<file path="src/hdl/mf3_pkg.sv">
// ----------------------------------------------------------------------------
// mf3_pkg
// Shared types, constants and compare functions of the 3x3 median filter.
// ----------------------------------------------------------------------------
package mf3_pkg;

    localparam int MAX_WIDTH  = 256;
    localparam int MAX_HEIGHT = 256;

    localparam int PIX_W     = 8;
    localparam int DIM_W     = 9;
    localparam int COORD_W   = 8;
    localparam int COL_W     = $clog2(MAX_WIDTH);
    localparam int ROW_W     = $clog2(MAX_HEIGHT);
    localparam int WIN_N     = 9;
    localparam int CFG_IDX_W = 1;

    localparam int Q_DEPTH   = 4;
    localparam int Q_PTR_W   = $clog2(Q_DEPTH);
    localparam int Q_CNT_W   = $clog2(Q_DEPTH + 1);

    localparam int OUT_DEPTH = 4;
    localparam int OUT_PTR_W = $clog2(OUT_DEPTH);
    localparam int OUT_CNT_W = $clog2(OUT_DEPTH + 1);

    localparam int LS_W      = 2 * PIX_W;

    localparam logic [CFG_IDX_W-1:0] REG_LINE_WIDTH   = CFG_IDX_W'(0);
    localparam logic [CFG_IDX_W-1:0] REG_FRAME_HEIGHT = CFG_IDX_W'(1);

    localparam logic [DIM_W-1:0] DIM_MIN = DIM_W'(3);

    typedef logic [PIX_W-1:0] t_pix;

    typedef struct packed {
        logic [WIN_N-1:0][PIX_W-1:0] pix;
        logic [COORD_W-1:0]          centre_col;
        logic [COORD_W-1:0]          centre_row;
        logic                        frame_end;
    } t_win_item;

    typedef struct packed {
        logic [PIX_W-1:0]   median;
        logic [COORD_W-1:0] centre_col;
        logic [COORD_W-1:0] centre_row;
        logic               frame_end;
    } t_out_item;

    typedef struct packed {
        logic               valid;
        logic [Q_CNT_W-1:0] count;
    } t_q_status;

    function automatic logic [DIM_W-1:0] clamp_dim(input logic [DIM_W-1:0] v,
                                                   input logic [DIM_W-1:0] hi);
        logic [DIM_W-1:0] res;
        if (v < DIM_MIN) begin
            res = DIM_MIN;
        end else if (v > hi) begin
            res = hi;
        end else begin
            res = v;
        end
        return res;
    endfunction

    function automatic t_pix pmin(input t_pix a, input t_pix b);
        return (a < b) ? a : b;
    endfunction

    function automatic t_pix pmax(input t_pix a, input t_pix b);
        return (a < b) ? b : a;
    endfunction

    function automatic t_pix med3(input t_pix a, input t_pix b, input t_pix c);
        return pmax(pmin(a, b), pmin(pmax(a, b), c));
    endfunction

    function automatic t_pix min3(input t_pix a, input t_pix b, input t_pix c);
        return pmin(pmin(a, b), c);
    endfunction

    function automatic t_pix max3(input t_pix a, input t_pix b, input t_pix c);
        return pmax(pmax(a, b), c);
    endfunction

endpackage

</file>
<file path="src/hdl/mf3_ram.sv">
// ----------------------------------------------------------------------------
// mf3_ram
// Generic simple dual-port RAM: one write port, one registered read port.
// ----------------------------------------------------------------------------
module mf3_ram #(
    parameter int WIDTH = 16,
    parameter int DEPTH = 256
) (
    input  logic                     i_clk,
    input  logic                     i_we,
    input  logic [$clog2(DEPTH)-1:0] i_waddr,
    input  logic [WIDTH-1:0]         i_wdata,
    input  logic [$clog2(DEPTH)-1:0] i_raddr,
    output logic [WIDTH-1:0]         o_rdata
);

    logic [WIDTH-1:0] r_mem [DEPTH];
    logic [WIDTH-1:0] r_rdata;

    always_ff @(posedge i_clk) begin
        if (i_we) begin
            r_mem[i_waddr] <= i_wdata;
        end
        r_rdata <= r_mem[i_raddr];
    end

    assign o_rdata = r_rdata;

endmodule

</file>
<file path="src/hdl/mf3_front.sv">
// ----------------------------------------------------------------------------
// mf3_front
// Pixel intake: config registers, raster counters, line stores and window.
// Emits one window item per interior position into the window queue.
// ----------------------------------------------------------------------------
module mf3_front (
    input  logic                          i_clk,
    input  logic                          i_rst_n,
    input  logic                          i_cfg_we,
    input  logic [mf3_pkg::CFG_IDX_W-1:0] i_cfg_idx,
    input  logic [mf3_pkg::DIM_W-1:0]     i_cfg_data,
    input  logic                          i_push,
    input  logic [mf3_pkg::PIX_W-1:0]     i_pixel,
    output logic                          o_full,
    input  mf3_pkg::t_q_status            i_q_status,
    output logic                          o_q_push,
    output mf3_pkg::t_win_item            o_q_item
);

    logic [mf3_pkg::DIM_W-1:0] r_line_width;
    logic [mf3_pkg::DIM_W-1:0] r_frame_height;
    logic [mf3_pkg::DIM_W-1:0] w_eff;
    logic [mf3_pkg::DIM_W-1:0] h_eff;

    logic [mf3_pkg::COL_W-1:0] r_col;
    logic [mf3_pkg::COL_W-1:0] n_col;
    logic [mf3_pkg::ROW_W-1:0] r_row;
    logic [mf3_pkg::ROW_W-1:0] n_row;

    logic accept;
    logic last_col;
    logic last_row;
    logic emit;

    logic                        r_a_valid;
    logic                        r_a_emit;
    logic [mf3_pkg::PIX_W-1:0]   r_a_px;
    logic [mf3_pkg::COL_W-1:0]   r_a_col;
    logic [mf3_pkg::COORD_W-1:0] r_a_ccol;
    logic [mf3_pkg::COORD_W-1:0] r_a_crow;
    logic                        r_a_fend;

    logic [mf3_pkg::LS_W-1:0]  ls_rdata;
    logic [mf3_pkg::PIX_W-1:0] ls_top;
    logic [mf3_pkg::PIX_W-1:0] ls_mid;

    logic [mf3_pkg::WIN_N-1:0][mf3_pkg::PIX_W-1:0] r_win;
    logic [mf3_pkg::WIN_N-1:0][mf3_pkg::PIX_W-1:0] n_win;

    logic [mf3_pkg::Q_CNT_W:0] q_load;

    always_ff @(posedge i_clk) begin
        if (!i_rst_n) begin
            r_line_width   <= mf3_pkg::DIM_W'(mf3_pkg::MAX_WIDTH);
            r_frame_height <= mf3_pkg::DIM_W'(mf3_pkg::MAX_HEIGHT);
        end else if (i_cfg_we) begin
            unique case (i_cfg_idx)
                mf3_pkg::REG_LINE_WIDTH:   r_line_width   <= i_cfg_data;
                mf3_pkg::REG_FRAME_HEIGHT: r_frame_height <= i_cfg_data;
                default: ;
            endcase
        end
    end

    assign w_eff = mf3_pkg::clamp_dim(r_line_width, mf3_pkg::DIM_W'(mf3_pkg::MAX_WIDTH));
    assign h_eff = mf3_pkg::clamp_dim(r_frame_height, mf3_pkg::DIM_W'(mf3_pkg::MAX_HEIGHT));

    assign q_load = {1'b0, i_q_status.count} + (mf3_pkg::Q_CNT_W + 1)'(r_a_valid & r_a_emit);
    assign o_full = q_load >= (mf3_pkg::Q_CNT_W + 1)'(mf3_pkg::Q_DEPTH);
    assign accept = i_push & ~o_full;

    assign last_col = (mf3_pkg::DIM_W'(r_col) + mf3_pkg::DIM_W'(1)) >= w_eff;
    assign last_row = (mf3_pkg::DIM_W'(r_row) + mf3_pkg::DIM_W'(1)) >= h_eff;
    assign emit     = (r_col >= mf3_pkg::COL_W'(2)) && (r_row >= mf3_pkg::ROW_W'(2));

    always_comb begin
        n_col = r_col;
        n_row = r_row;
        if (accept) begin
            if (last_col) begin
                n_col = '0;
                n_row = last_row ? '0 : r_row + mf3_pkg::ROW_W'(1);
            end else begin
                n_col = r_col + mf3_pkg::COL_W'(1);
            end
        end
    end

    always_ff @(posedge i_clk) begin
        if (!i_rst_n) begin
            r_col     <= '0;
            r_row     <= '0;
            r_a_valid <= 1'b0;
        end else begin
            r_col     <= n_col;
            r_row     <= n_row;
            r_a_valid <= accept;
        end
    end

    always_ff @(posedge i_clk) begin
        if (accept) begin
            r_a_emit <= emit;
            r_a_px   <= i_pixel;
            r_a_col  <= r_col;
            r_a_ccol <= mf3_pkg::COORD_W'(r_col - mf3_pkg::COL_W'(1));
            r_a_crow <= mf3_pkg::COORD_W'(r_row - mf3_pkg::ROW_W'(1));
            r_a_fend <= last_col & last_row;
        end
    end

    mf3_ram #(
        .WIDTH (mf3_pkg::LS_W),
        .DEPTH (mf3_pkg::MAX_WIDTH)
    ) u_line_store (
        .i_clk   (i_clk),
        .i_we    (r_a_valid),
        .i_waddr (r_a_col),
        .i_wdata ({ls_mid, r_a_px}),
        .i_raddr (r_col),
        .o_rdata (ls_rdata)
    );

    assign ls_top = ls_rdata[mf3_pkg::LS_W-1:mf3_pkg::PIX_W];
    assign ls_mid = ls_rdata[mf3_pkg::PIX_W-1:0];

    always_comb begin
        n_win = r_win;
        for (int k = 0; k < 3; k++) begin
            n_win[k*3 + 0] = r_win[k*3 + 1];
            n_win[k*3 + 1] = r_win[k*3 + 2];
        end
        n_win[2] = ls_top;
        n_win[5] = ls_mid;
        n_win[8] = r_a_px;
    end

    always_ff @(posedge i_clk) begin
        if (r_a_valid) begin
            r_win <= n_win;
        end
    end

    assign o_q_push            = r_a_valid & r_a_emit;
    assign o_q_item.pix        = n_win;
    assign o_q_item.centre_col = r_a_ccol;
    assign o_q_item.centre_row = r_a_crow;
    assign o_q_item.frame_end  = r_a_fend;

endmodule

</file>
<file path="src/hdl/mf3_queue.sv">
// ----------------------------------------------------------------------------
// mf3_queue
// Short queue of window items between intake and the median pipeline.
// ----------------------------------------------------------------------------
module mf3_queue (
    input  logic               i_clk,
    input  logic               i_rst_n,
    input  logic               i_push,
    input  mf3_pkg::t_win_item i_item,
    input  logic               i_pop,
    output mf3_pkg::t_win_item o_item,
    output mf3_pkg::t_q_status o_status
);

    mf3_pkg::t_win_item r_mem [mf3_pkg::Q_DEPTH];

    logic [mf3_pkg::Q_PTR_W-1:0] r_wr;
    logic [mf3_pkg::Q_PTR_W-1:0] r_rd;
    logic [mf3_pkg::Q_CNT_W-1:0] r_cnt;
    logic                        do_pop;

    assign do_pop = i_pop & (r_cnt != '0);

    always_ff @(posedge i_clk) begin
        if (!i_rst_n) begin
            r_wr  <= '0;
            r_rd  <= '0;
            r_cnt <= '0;
        end else begin
            if (i_push) begin
                r_wr <= r_wr + mf3_pkg::Q_PTR_W'(1);
            end
            if (do_pop) begin
                r_rd <= r_rd + mf3_pkg::Q_PTR_W'(1);
            end
            r_cnt <= r_cnt + mf3_pkg::Q_CNT_W'(i_push) - mf3_pkg::Q_CNT_W'(do_pop);
        end
    end

    always_ff @(posedge i_clk) begin
        if (i_push) begin
            r_mem[r_wr] <= i_item;
        end
    end

    assign o_item         = r_mem[r_rd];
    assign o_status.valid = r_cnt != '0;
    assign o_status.count = r_cnt;

endmodule

</file>
<file path="src/hdl/mf3_back.sv">
// ----------------------------------------------------------------------------
// mf3_back
// Median pipeline: row sort, max-of-min / median-of-median / min-of-max,
// final median of three, then the result queue.
// ----------------------------------------------------------------------------
module mf3_back (
    input  logic               i_clk,
    input  logic               i_rst_n,
    input  mf3_pkg::t_q_status i_q_status,
    input  mf3_pkg::t_win_item i_q_item,
    output logic               o_q_pop,
    input  logic               i_pop,
    output logic               o_empty,
    output mf3_pkg::t_out_item o_item
);

    logic [2:0][mf3_pkg::PIX_W-1:0] row_lo;
    logic [2:0][mf3_pkg::PIX_W-1:0] row_md;
    logic [2:0][mf3_pkg::PIX_W-1:0] row_hi;

    logic                           r_s1_valid;
    logic [2:0][mf3_pkg::PIX_W-1:0] r_s1_lo;
    logic [2:0][mf3_pkg::PIX_W-1:0] r_s1_md;
    logic [2:0][mf3_pkg::PIX_W-1:0] r_s1_hi;
    logic [mf3_pkg::COORD_W-1:0]    r_s1_ccol;
    logic [mf3_pkg::COORD_W-1:0]    r_s1_crow;
    logic                           r_s1_fend;

    logic                        r_s2_valid;
    logic [mf3_pkg::PIX_W-1:0]   r_s2_lo;
    logic [mf3_pkg::PIX_W-1:0]   r_s2_md;
    logic [mf3_pkg::PIX_W-1:0]   r_s2_hi;
    logic [mf3_pkg::COORD_W-1:0] r_s2_ccol;
    logic [mf3_pkg::COORD_W-1:0] r_s2_crow;
    logic                        r_s2_fend;

    mf3_pkg::t_out_item r_fifo [mf3_pkg::OUT_DEPTH];
    mf3_pkg::t_out_item res;

    logic [mf3_pkg::OUT_PTR_W-1:0] r_wr;
    logic [mf3_pkg::OUT_PTR_W-1:0] r_rd;
    logic [mf3_pkg::OUT_CNT_W-1:0] r_cnt;
    logic [mf3_pkg::OUT_CNT_W:0]   load;
    logic                          do_pop;

    assign load = {1'b0, r_cnt} + (mf3_pkg::OUT_CNT_W + 1)'(r_s1_valid)
                + (mf3_pkg::OUT_CNT_W + 1)'(r_s2_valid);
    assign o_q_pop = i_q_status.valid
                   & (load < (mf3_pkg::OUT_CNT_W + 1)'(mf3_pkg::OUT_DEPTH));

    always_comb begin
        for (int i = 0; i < 3; i++) begin
            row_lo[i] = mf3_pkg::min3(i_q_item.pix[i*3], i_q_item.pix[i*3 + 1],
                                      i_q_item.pix[i*3 + 2]);
            row_md[i] = mf3_pkg::med3(i_q_item.pix[i*3], i_q_item.pix[i*3 + 1],
                                      i_q_item.pix[i*3 + 2]);
            row_hi[i] = mf3_pkg::max3(i_q_item.pix[i*3], i_q_item.pix[i*3 + 1],
                                      i_q_item.pix[i*3 + 2]);
        end
    end

    always_ff @(posedge i_clk) begin
        if (!i_rst_n) begin
            r_s1_valid <= 1'b0;
            r_s2_valid <= 1'b0;
        end else begin
            r_s1_valid <= o_q_pop;
            r_s2_valid <= r_s1_valid;
        end
    end

    always_ff @(posedge i_clk) begin
        if (o_q_pop) begin
            r_s1_lo   <= row_lo;
            r_s1_md   <= row_md;
            r_s1_hi   <= row_hi;
            r_s1_ccol <= i_q_item.centre_col;
            r_s1_crow <= i_q_item.centre_row;
            r_s1_fend <= i_q_item.frame_end;
        end
        if (r_s1_valid) begin
            r_s2_lo   <= mf3_pkg::max3(r_s1_lo[0], r_s1_lo[1], r_s1_lo[2]);
            r_s2_md   <= mf3_pkg::med3(r_s1_md[0], r_s1_md[1], r_s1_md[2]);
            r_s2_hi   <= mf3_pkg::min3(r_s1_hi[0], r_s1_hi[1], r_s1_hi[2]);
            r_s2_ccol <= r_s1_ccol;
            r_s2_crow <= r_s1_crow;
            r_s2_fend <= r_s1_fend;
        end
    end

    assign res.median     = mf3_pkg::med3(r_s2_lo, r_s2_md, r_s2_hi);
    assign res.centre_col = r_s2_ccol;
    assign res.centre_row = r_s2_crow;
    assign res.frame_end  = r_s2_fend;

    assign do_pop = i_pop & (r_cnt != '0);

    always_ff @(posedge i_clk) begin
        if (!i_rst_n) begin
            r_wr  <= '0;
            r_rd  <= '0;
            r_cnt <= '0;
        end else begin
            if (r_s2_valid) begin
                r_wr <= r_wr + mf3_pkg::OUT_PTR_W'(1);
            end
            if (do_pop) begin
                r_rd <= r_rd + mf3_pkg::OUT_PTR_W'(1);
            end
            r_cnt <= r_cnt + mf3_pkg::OUT_CNT_W'(r_s2_valid) - mf3_pkg::OUT_CNT_W'(do_pop);
        end
    end

    always_ff @(posedge i_clk) begin
        if (r_s2_valid) begin
            r_fifo[r_wr] <= res;
        end
    end

    assign o_empty = r_cnt == '0;
    assign o_item  = r_fifo[r_rd];

endmodule

</file>
<file path="src/hdl/median_filter_3x3.sv">
// ----------------------------------------------------------------------------
// median_filter_3x3
// Streaming 3x3 median filter over raster-order 8-bit pixels.
// ----------------------------------------------------------------------------
// Takes one pixel per clock in raster order while full is low and gives,
// for every position whose 3x3 neighborhood lies inside the frame, the
// median of the nine pixels with the centre coordinates and a mark on the
// last median of the frame; border positions give nothing. Sustained rate
// is one pixel per clock while results are popped. A result reaches the
// output queue through the line-store read and window update, the window
// queue and the two-stage median network. Line width and frame height are
// clamped to 3..256; the user must write them while idle (not enforced).
// ----------------------------------------------------------------------------
module median_filter_3x3 (
    input  logic                          i_clk,
    input  logic                          i_rst_n,
    input  logic                          i_cfg_we,
    input  logic [mf3_pkg::CFG_IDX_W-1:0] i_cfg_idx,
    input  logic [mf3_pkg::DIM_W-1:0]     i_cfg_data,
    input  logic                          push,
    output logic                          full,
    input  logic [mf3_pkg::PIX_W-1:0]     i_pixel,
    output logic                          empty,
    input  logic                          pop,
    output logic [mf3_pkg::PIX_W-1:0]     o_median,
    output logic [mf3_pkg::COORD_W-1:0]   o_centre_col,
    output logic [mf3_pkg::COORD_W-1:0]   o_centre_row,
    output logic                          o_frame_end
);

    mf3_pkg::t_q_status q_status;
    mf3_pkg::t_win_item q_in;
    mf3_pkg::t_win_item q_out;
    mf3_pkg::t_out_item res;
    logic               q_push;
    logic               q_pop;

    mf3_front u_front (
        .i_clk      (i_clk),
        .i_rst_n    (i_rst_n),
        .i_cfg_we   (i_cfg_we),
        .i_cfg_idx  (i_cfg_idx),
        .i_cfg_data (i_cfg_data),
        .i_push     (push),
        .i_pixel    (i_pixel),
        .o_full     (full),
        .i_q_status (q_status),
        .o_q_push   (q_push),
        .o_q_item   (q_in)
    );

    mf3_queue u_queue (
        .i_clk    (i_clk),
        .i_rst_n  (i_rst_n),
        .i_push   (q_push),
        .i_item   (q_in),
        .i_pop    (q_pop),
        .o_item   (q_out),
        .o_status (q_status)
    );

    mf3_back u_back (
        .i_clk      (i_clk),
        .i_rst_n    (i_rst_n),
        .i_q_status (q_status),
        .i_q_item   (q_out),
        .o_q_pop    (q_pop),
        .i_pop      (pop),
        .o_empty    (empty),
        .o_item     (res)
    );

    assign o_median     = res.median;
    assign o_centre_col = res.centre_col;
    assign o_centre_row = res.centre_row;
    assign o_frame_end  = res.frame_end;

    a_q_bound: assert property (@(posedge i_clk) disable iff (!i_rst_n)
        q_status.count <= mf3_pkg::Q_CNT_W'(mf3_pkg::Q_DEPTH))
        else $error("window queue overfilled");

    a_q_full: assert property (@(posedge i_clk) disable iff (!i_rst_n)
        (q_status.count == mf3_pkg::Q_CNT_W'(mf3_pkg::Q_DEPTH)) |-> full)
        else $error("intake open while window queue is full");

    a_q_push_room: assert property (@(posedge i_clk) disable iff (!i_rst_n)
        q_push |-> (q_status.count != mf3_pkg::Q_CNT_W'(mf3_pkg::Q_DEPTH)) || q_pop)
        else $error("window item pushed into a full queue");

    a_centre: assert property (@(posedge i_clk) disable iff (!i_rst_n)
        !empty |-> (o_centre_col != '0) && (o_centre_row != '0))
        else $error("result centre on the frame border");

endmodule
</file>
<file path="config.mk">
export PLATFORM = sky130hd
export DESIGN_NAME = median_filter_3x3
export DESIGN_NICKNAME = d
export VERILOG_FILES = /design/src/hdl/mf3_pkg.sv /design/src/hdl/mf3_ram.sv /design/src/hdl/mf3_front.sv /design/src/hdl/mf3_queue.sv /design/src/hdl/mf3_back.sv /design/src/hdl/median_filter_3x3.sv
export SDC_FILE = /design/constraint.sdc
export NUM_CORES = 2
export LEC_CHECK = 0
export ABC_AREA = 1
export CAP_MARGIN = 5
export CORE_MARGIN = 1
export CORE_UTILIZATION = 30
export CTS_CLUSTER_DIAMETER = 80
export CTS_CLUSTER_SIZE = 28
export DETAILED_ROUTE_END_ITERATION = 8
export DONT_BUFFER_PORTS = 1
export PLACE_DENSITY = 0.49
export SLEW_MARGIN = 5
export SYNTH_ARGS = -nofsm -noshare
export SYNTH_HDL_FRONTEND = slang
export SYNTH_MEMORY_MAX_BITS = 65536
export SYNTH_SLANG_ARGS = --single-unit
</file>
<file path="constraint.sdc">
create_clock -name i_clk -period 13.53 [get_ports i_clk]
set_clock_uncertainty 0.1 [all_clocks]
set_input_delay 2.706 -clock i_clk [delete_from_list [all_inputs] [get_ports i_clk]]
set_output_delay 2.706 -clock i_clk [all_outputs]
set_load 0.03 [all_outputs]
</file>
==> results by group <==
Setup path
  • Crit path buf inv count: 4
  • Crit path to: u_back.r_s1_md[22]$_DFFE_PP_
  • Crit path max-delay family: compound AO/OA/AOI/OAI gates
  • Slowest stage delay, CP: about 0.80 ns
  • Startpoint types: register
  • Cells on worst reg2reg path: 26
  • FF-to-FF setup slack: about 6.5 ns
  • Slowest CP cell: buf_4
  • Max FO, Critical Path: 92
  • Reg2reg end: u_back.r_s1_md[22]$_DFFE_PP_
  • Worst path depth: 26
  • Req. time, crit path: 14.18 ns
  • Critical path arrival: about 7.7 ns
  • Endpoint type of the worst setup path: register
  • Worst setup path category: reg -> reg

Synth
  • Register area share after synthesis: approximately three quarters
  • Synth top area cells: edfxtp_1, o21ai_0, nor2_1, o22ai_1, nand2_1
  • Syn Inst Count: between 10000 and 15000
  • Area leader, netlist: edfxtp_1
  • YS warnings: 0
  • Async SR Flop Fraction: 0%
  • Seq cells post-synth: 4835
  • Avg Inst Size Synth: 13.1 µm²
  • Post-synth net total: roughly 15000
  • Primary flip-flop cell chosen by synthesis mapping: edfxtp_1
  • Post-synth top area share: between 70 and 80%
  • Number of distinct library cells after synthesis: between 50 and 60
  • Mapped Area: a little under 200000 µm²
  • Post-synth EDFFs: about 4800

Routing
  • Antenna Nets Post-Route: 0
  • DR iter-0 viols: about 13000
  • Detail-routed net length per standard cell: 25.9 µm
  • Routed wire length: 592000 µm
  • DRC errors left: 0
  • Drt first pass iters: 6
  • Total number of vias: 120000
  • DR vias/cell: between 5 and 6

CTS
  • CTS root buffer: clkbuf_16
  • Reg clk slew, reported paths: ~0.10 ns
  • Number of CTS-inserted buffers: roughly 210
  • Skew-Pair Late Insertion Delay: 1.03 ns
  • Post-CTS sizing: 0
  • Total clock sinks: just under 5000
  • CTS HTree Levels: 4
  • TritonCTS clock tree: yes
  • Max clock buf depth: 4
  • Post-CTS Setup Repair Bufs: 0
  • Hold Buf Count CTS: 0

Cells and area
  • FILL cells: between 60000 and 70000
  • Fraction of layout cells with a size suffix above 1: 6.30%
  • Register area: approximately 140000 µm²
  • Footprint of the multi-input gates: about 43000 µm²
  • Commonest non-fill, non-tap cell in the layout: edfxtp_1
  • Most frequent cells in the layout: edfxtp_1, nor2_1, o21ai_0
  • P&R area growth vs syn: 9.03%
  • Post-layout nets: approximately 15000

Global routing
  • Total gr overflow: 0
  • Pin count of the biggest net entering global routing: 150
  • Vias in the first global route: 112000
  • Met2 Usage GRT: 27.9%
  • First-pass GRT wire length: roughly 850000 µm
  • Met1 Use GR: around a quarter
  • Initial antenna violation count: 29
  • GRT Util Overall: between 15 and 20%
  • Met3 Use GR: between 1.5 and 2%
  • GRT busiest layer: met2

STA
  • Fin crit share: about half
  • Max Slew Vio Count: 0
  • Fin Setup TNS: 0 ns
  • Fmax: ~140 MHz
  • Period minus WS final: about 7.0 ns
  • Worst-Margin Slew: 1.39 ns
  • Setup-failing EPs final: 0
  • Hold_ws: between 0.3 and 0.4 ns
  • Final hold violation count: 0
  • Unrepaired setup endpoints after global routing: no
  • Slew margin rel.: under 10%

Outcome
  • Status: finished clean

Floorplanning
  • Die height: approximately 800 µm
  • Die ar.: 645000 µm²
  • IO Count: 50
  • Die width: 803 µm
  • FP Rows: around 290
  • Initial Util: between 30% and 40%
  • Core area: 638000 µm²

Placement
  • HPWL after DPL: between 300000 and 400000 µm
  • IO Port Bufs: 0
  • Gp weighted congestion: between 0.8 and 0.9

Pwr
  • Pleak: 0.0659 µW
  • Power density cells: 179 nW/µm²
  • Worst IR Drop VDD: 202 µV

Worst hold path
  • HP Class: reg -> reg

Run
  • Max Cap Violations: 0
==> flip-flops by register name (all words and copies together) (netlist names), 9 cells and up, named ones only <==
signal / count
u_back.r_s1_md: 24
u_front.r_frame_height: 9
u_front.o_q_item: 48
u_back.r_fifo: 100
u_back.r_s1_hi: 24
u_front.u_line_store.o_rdata: 16
u_queue.r_mem: 356
u_front.u_line_store.r_mem: 4096
u_back.r_s1_lo: 24
u_front.r_line_width: 9
==> worst min path at each step <==
stage	cells after the start	start	slack [ns]	endpoint
finish	0	u_back.r_s1_crow[0]$_DFFE_PP_	0.33	u_back.r_s2_crow[0]$_DFFE_PP_
global route	0	u_back.r_s1_crow[0]$_DFFE_PP_	0.33	u_back.r_s2_crow[0]$_DFFE_PP_
CTS	0	u_back.r_s1_crow[0]$_DFFE_PP_	0.33	u_back.r_s2_crow[0]$_DFFE_PP_
detailed placement	0	u_back.r_s1_crow[0]$_DFFE_PP_	0.31	u_back.r_s2_crow[0]$_DFFE_PP_
global placement	0	u_back.r_s1_ccol[5]$_DFFE_PP_	0.31	u_back.r_s2_ccol[5]$_DFFE_PP_
floorplan	0	u_back.r_s1_ccol[0]$_DFFE_PP_	0.30	u_back.r_s2_ccol[0]$_DFFE_PP_
==> metal layers <==
metal	part of all wire (%)	routed length, µm
met4	2.8	16600
met1	46	271000
met3	5.6	33100
met5	0.0098	58
met2	46	271000
==> kinds of logic after synthesis <==
family          share of synthesized area [%]
flops                                    75.0
compound gates                           12.6
simple gates                             8.44
buf+inv                                  2.58
fa+ha+maj                                1.27
xor+xnor                                0.118
==> worst reg2reg max path, cell delays in order (launching register included) <==
cell	delay [ns]
dfxtp_4	0.46
inv_6	0.46
buf_4	0.81
o21ai_0	0.19
o22ai_1	0.28
ha_1	0.31
a21oi_1	0.16
nor2_1	0.06
a211oi_1	0.39
nand2_4	0.20
o21ai_0	0.45
ha_1	0.33
a21oi_1	0.16
nor2_1	0.06
a211oi_1	0.27
nand2_2	0.33
inv_1	0.15
nand2_1	0.06
o21ai_0	0.13
inv_1	0.08
ha_1	0.31
a21oi_1	0.16
nor2_1	0.07
a211oi_2	0.52
nand2_4	0.15
nand2_1	0.09
nand2_1	0.08
==> where the power goes <==
part	switching [µW]	internal [µW]	total (µW)
logic	8030	3120	11100
registers	420	18100	18500
clock network	4810	3110	7930
==> through the flow <==
stage          util [%]  total power [µW]  cells  area [µm²]  setup WS, ns
2_1_floorplan         -             26700  14700      193000          7.23
3_3_place_gp       31.9             30000  22600      204000          6.41
3_5_place_dp       31.9             30100  22600      204000          6.42
4_1_cts            32.9             37900  22900      210000          6.43
5_1_grt            32.9             39800  22900      210000          5.80
6_report           32.9             37600  22900      210000          6.50
==> layout make-up <==
| cell class | instances | share of cell area [%] |
|---|---|---|
| Sequential cell | 4835 | 68.8 |
| Inverter | 288 | 0.531 |
| Antenna cell | 18 | 0.0215 |
| Multi-Input combinational cell | 8553 | 20.7 |
| Timing Repair Buffer | 483 | 1.90 |
| Clock buffer | 265 | 2.71 |
| Tap cell | 8407 | 5.01 |
| Clock inverter | 57 | 0.321 |
==> synthesized netlist by cell type, types with 3 or more instances <==
library cell / instances
xnor2_1: 5
o211ai_1: 203
nand2_4: 8
a32o_1: 35
nor2_1: 2638
o221ai_1: 292
a31oi_1: 82
a211oi_2: 3
o21ai_0: 2423
ha_1: 193
o21ai_1: 8
a221o_1: 16
a2111oi_0: 4
nor3_1: 12
a32oi_1: 4
buf_2: 66
inv_2: 8
clkbuf_1: 902
nand3b_1: 13
nor4_1: 5
nand2_2: 19
o31ai_1: 6
nand3_1: 332
buf_4: 4
o311ai_0: 7
nand4_1: 30
o22ai_1: 793
o21bai_1: 5
a21oi_1: 245
a221oi_1: 20
edfxtp_1: 4764
dfxtp_1: 71
nand2_1: 1084
a211oi_1: 16
buf_1: 33
a41oi_1: 5
and2_1: 4
o21a_1: 3
xor2_1: 21
inv_1: 272
a22o_1: 4
clkinv_1: 7
Power figures use the tool's default switching activity.
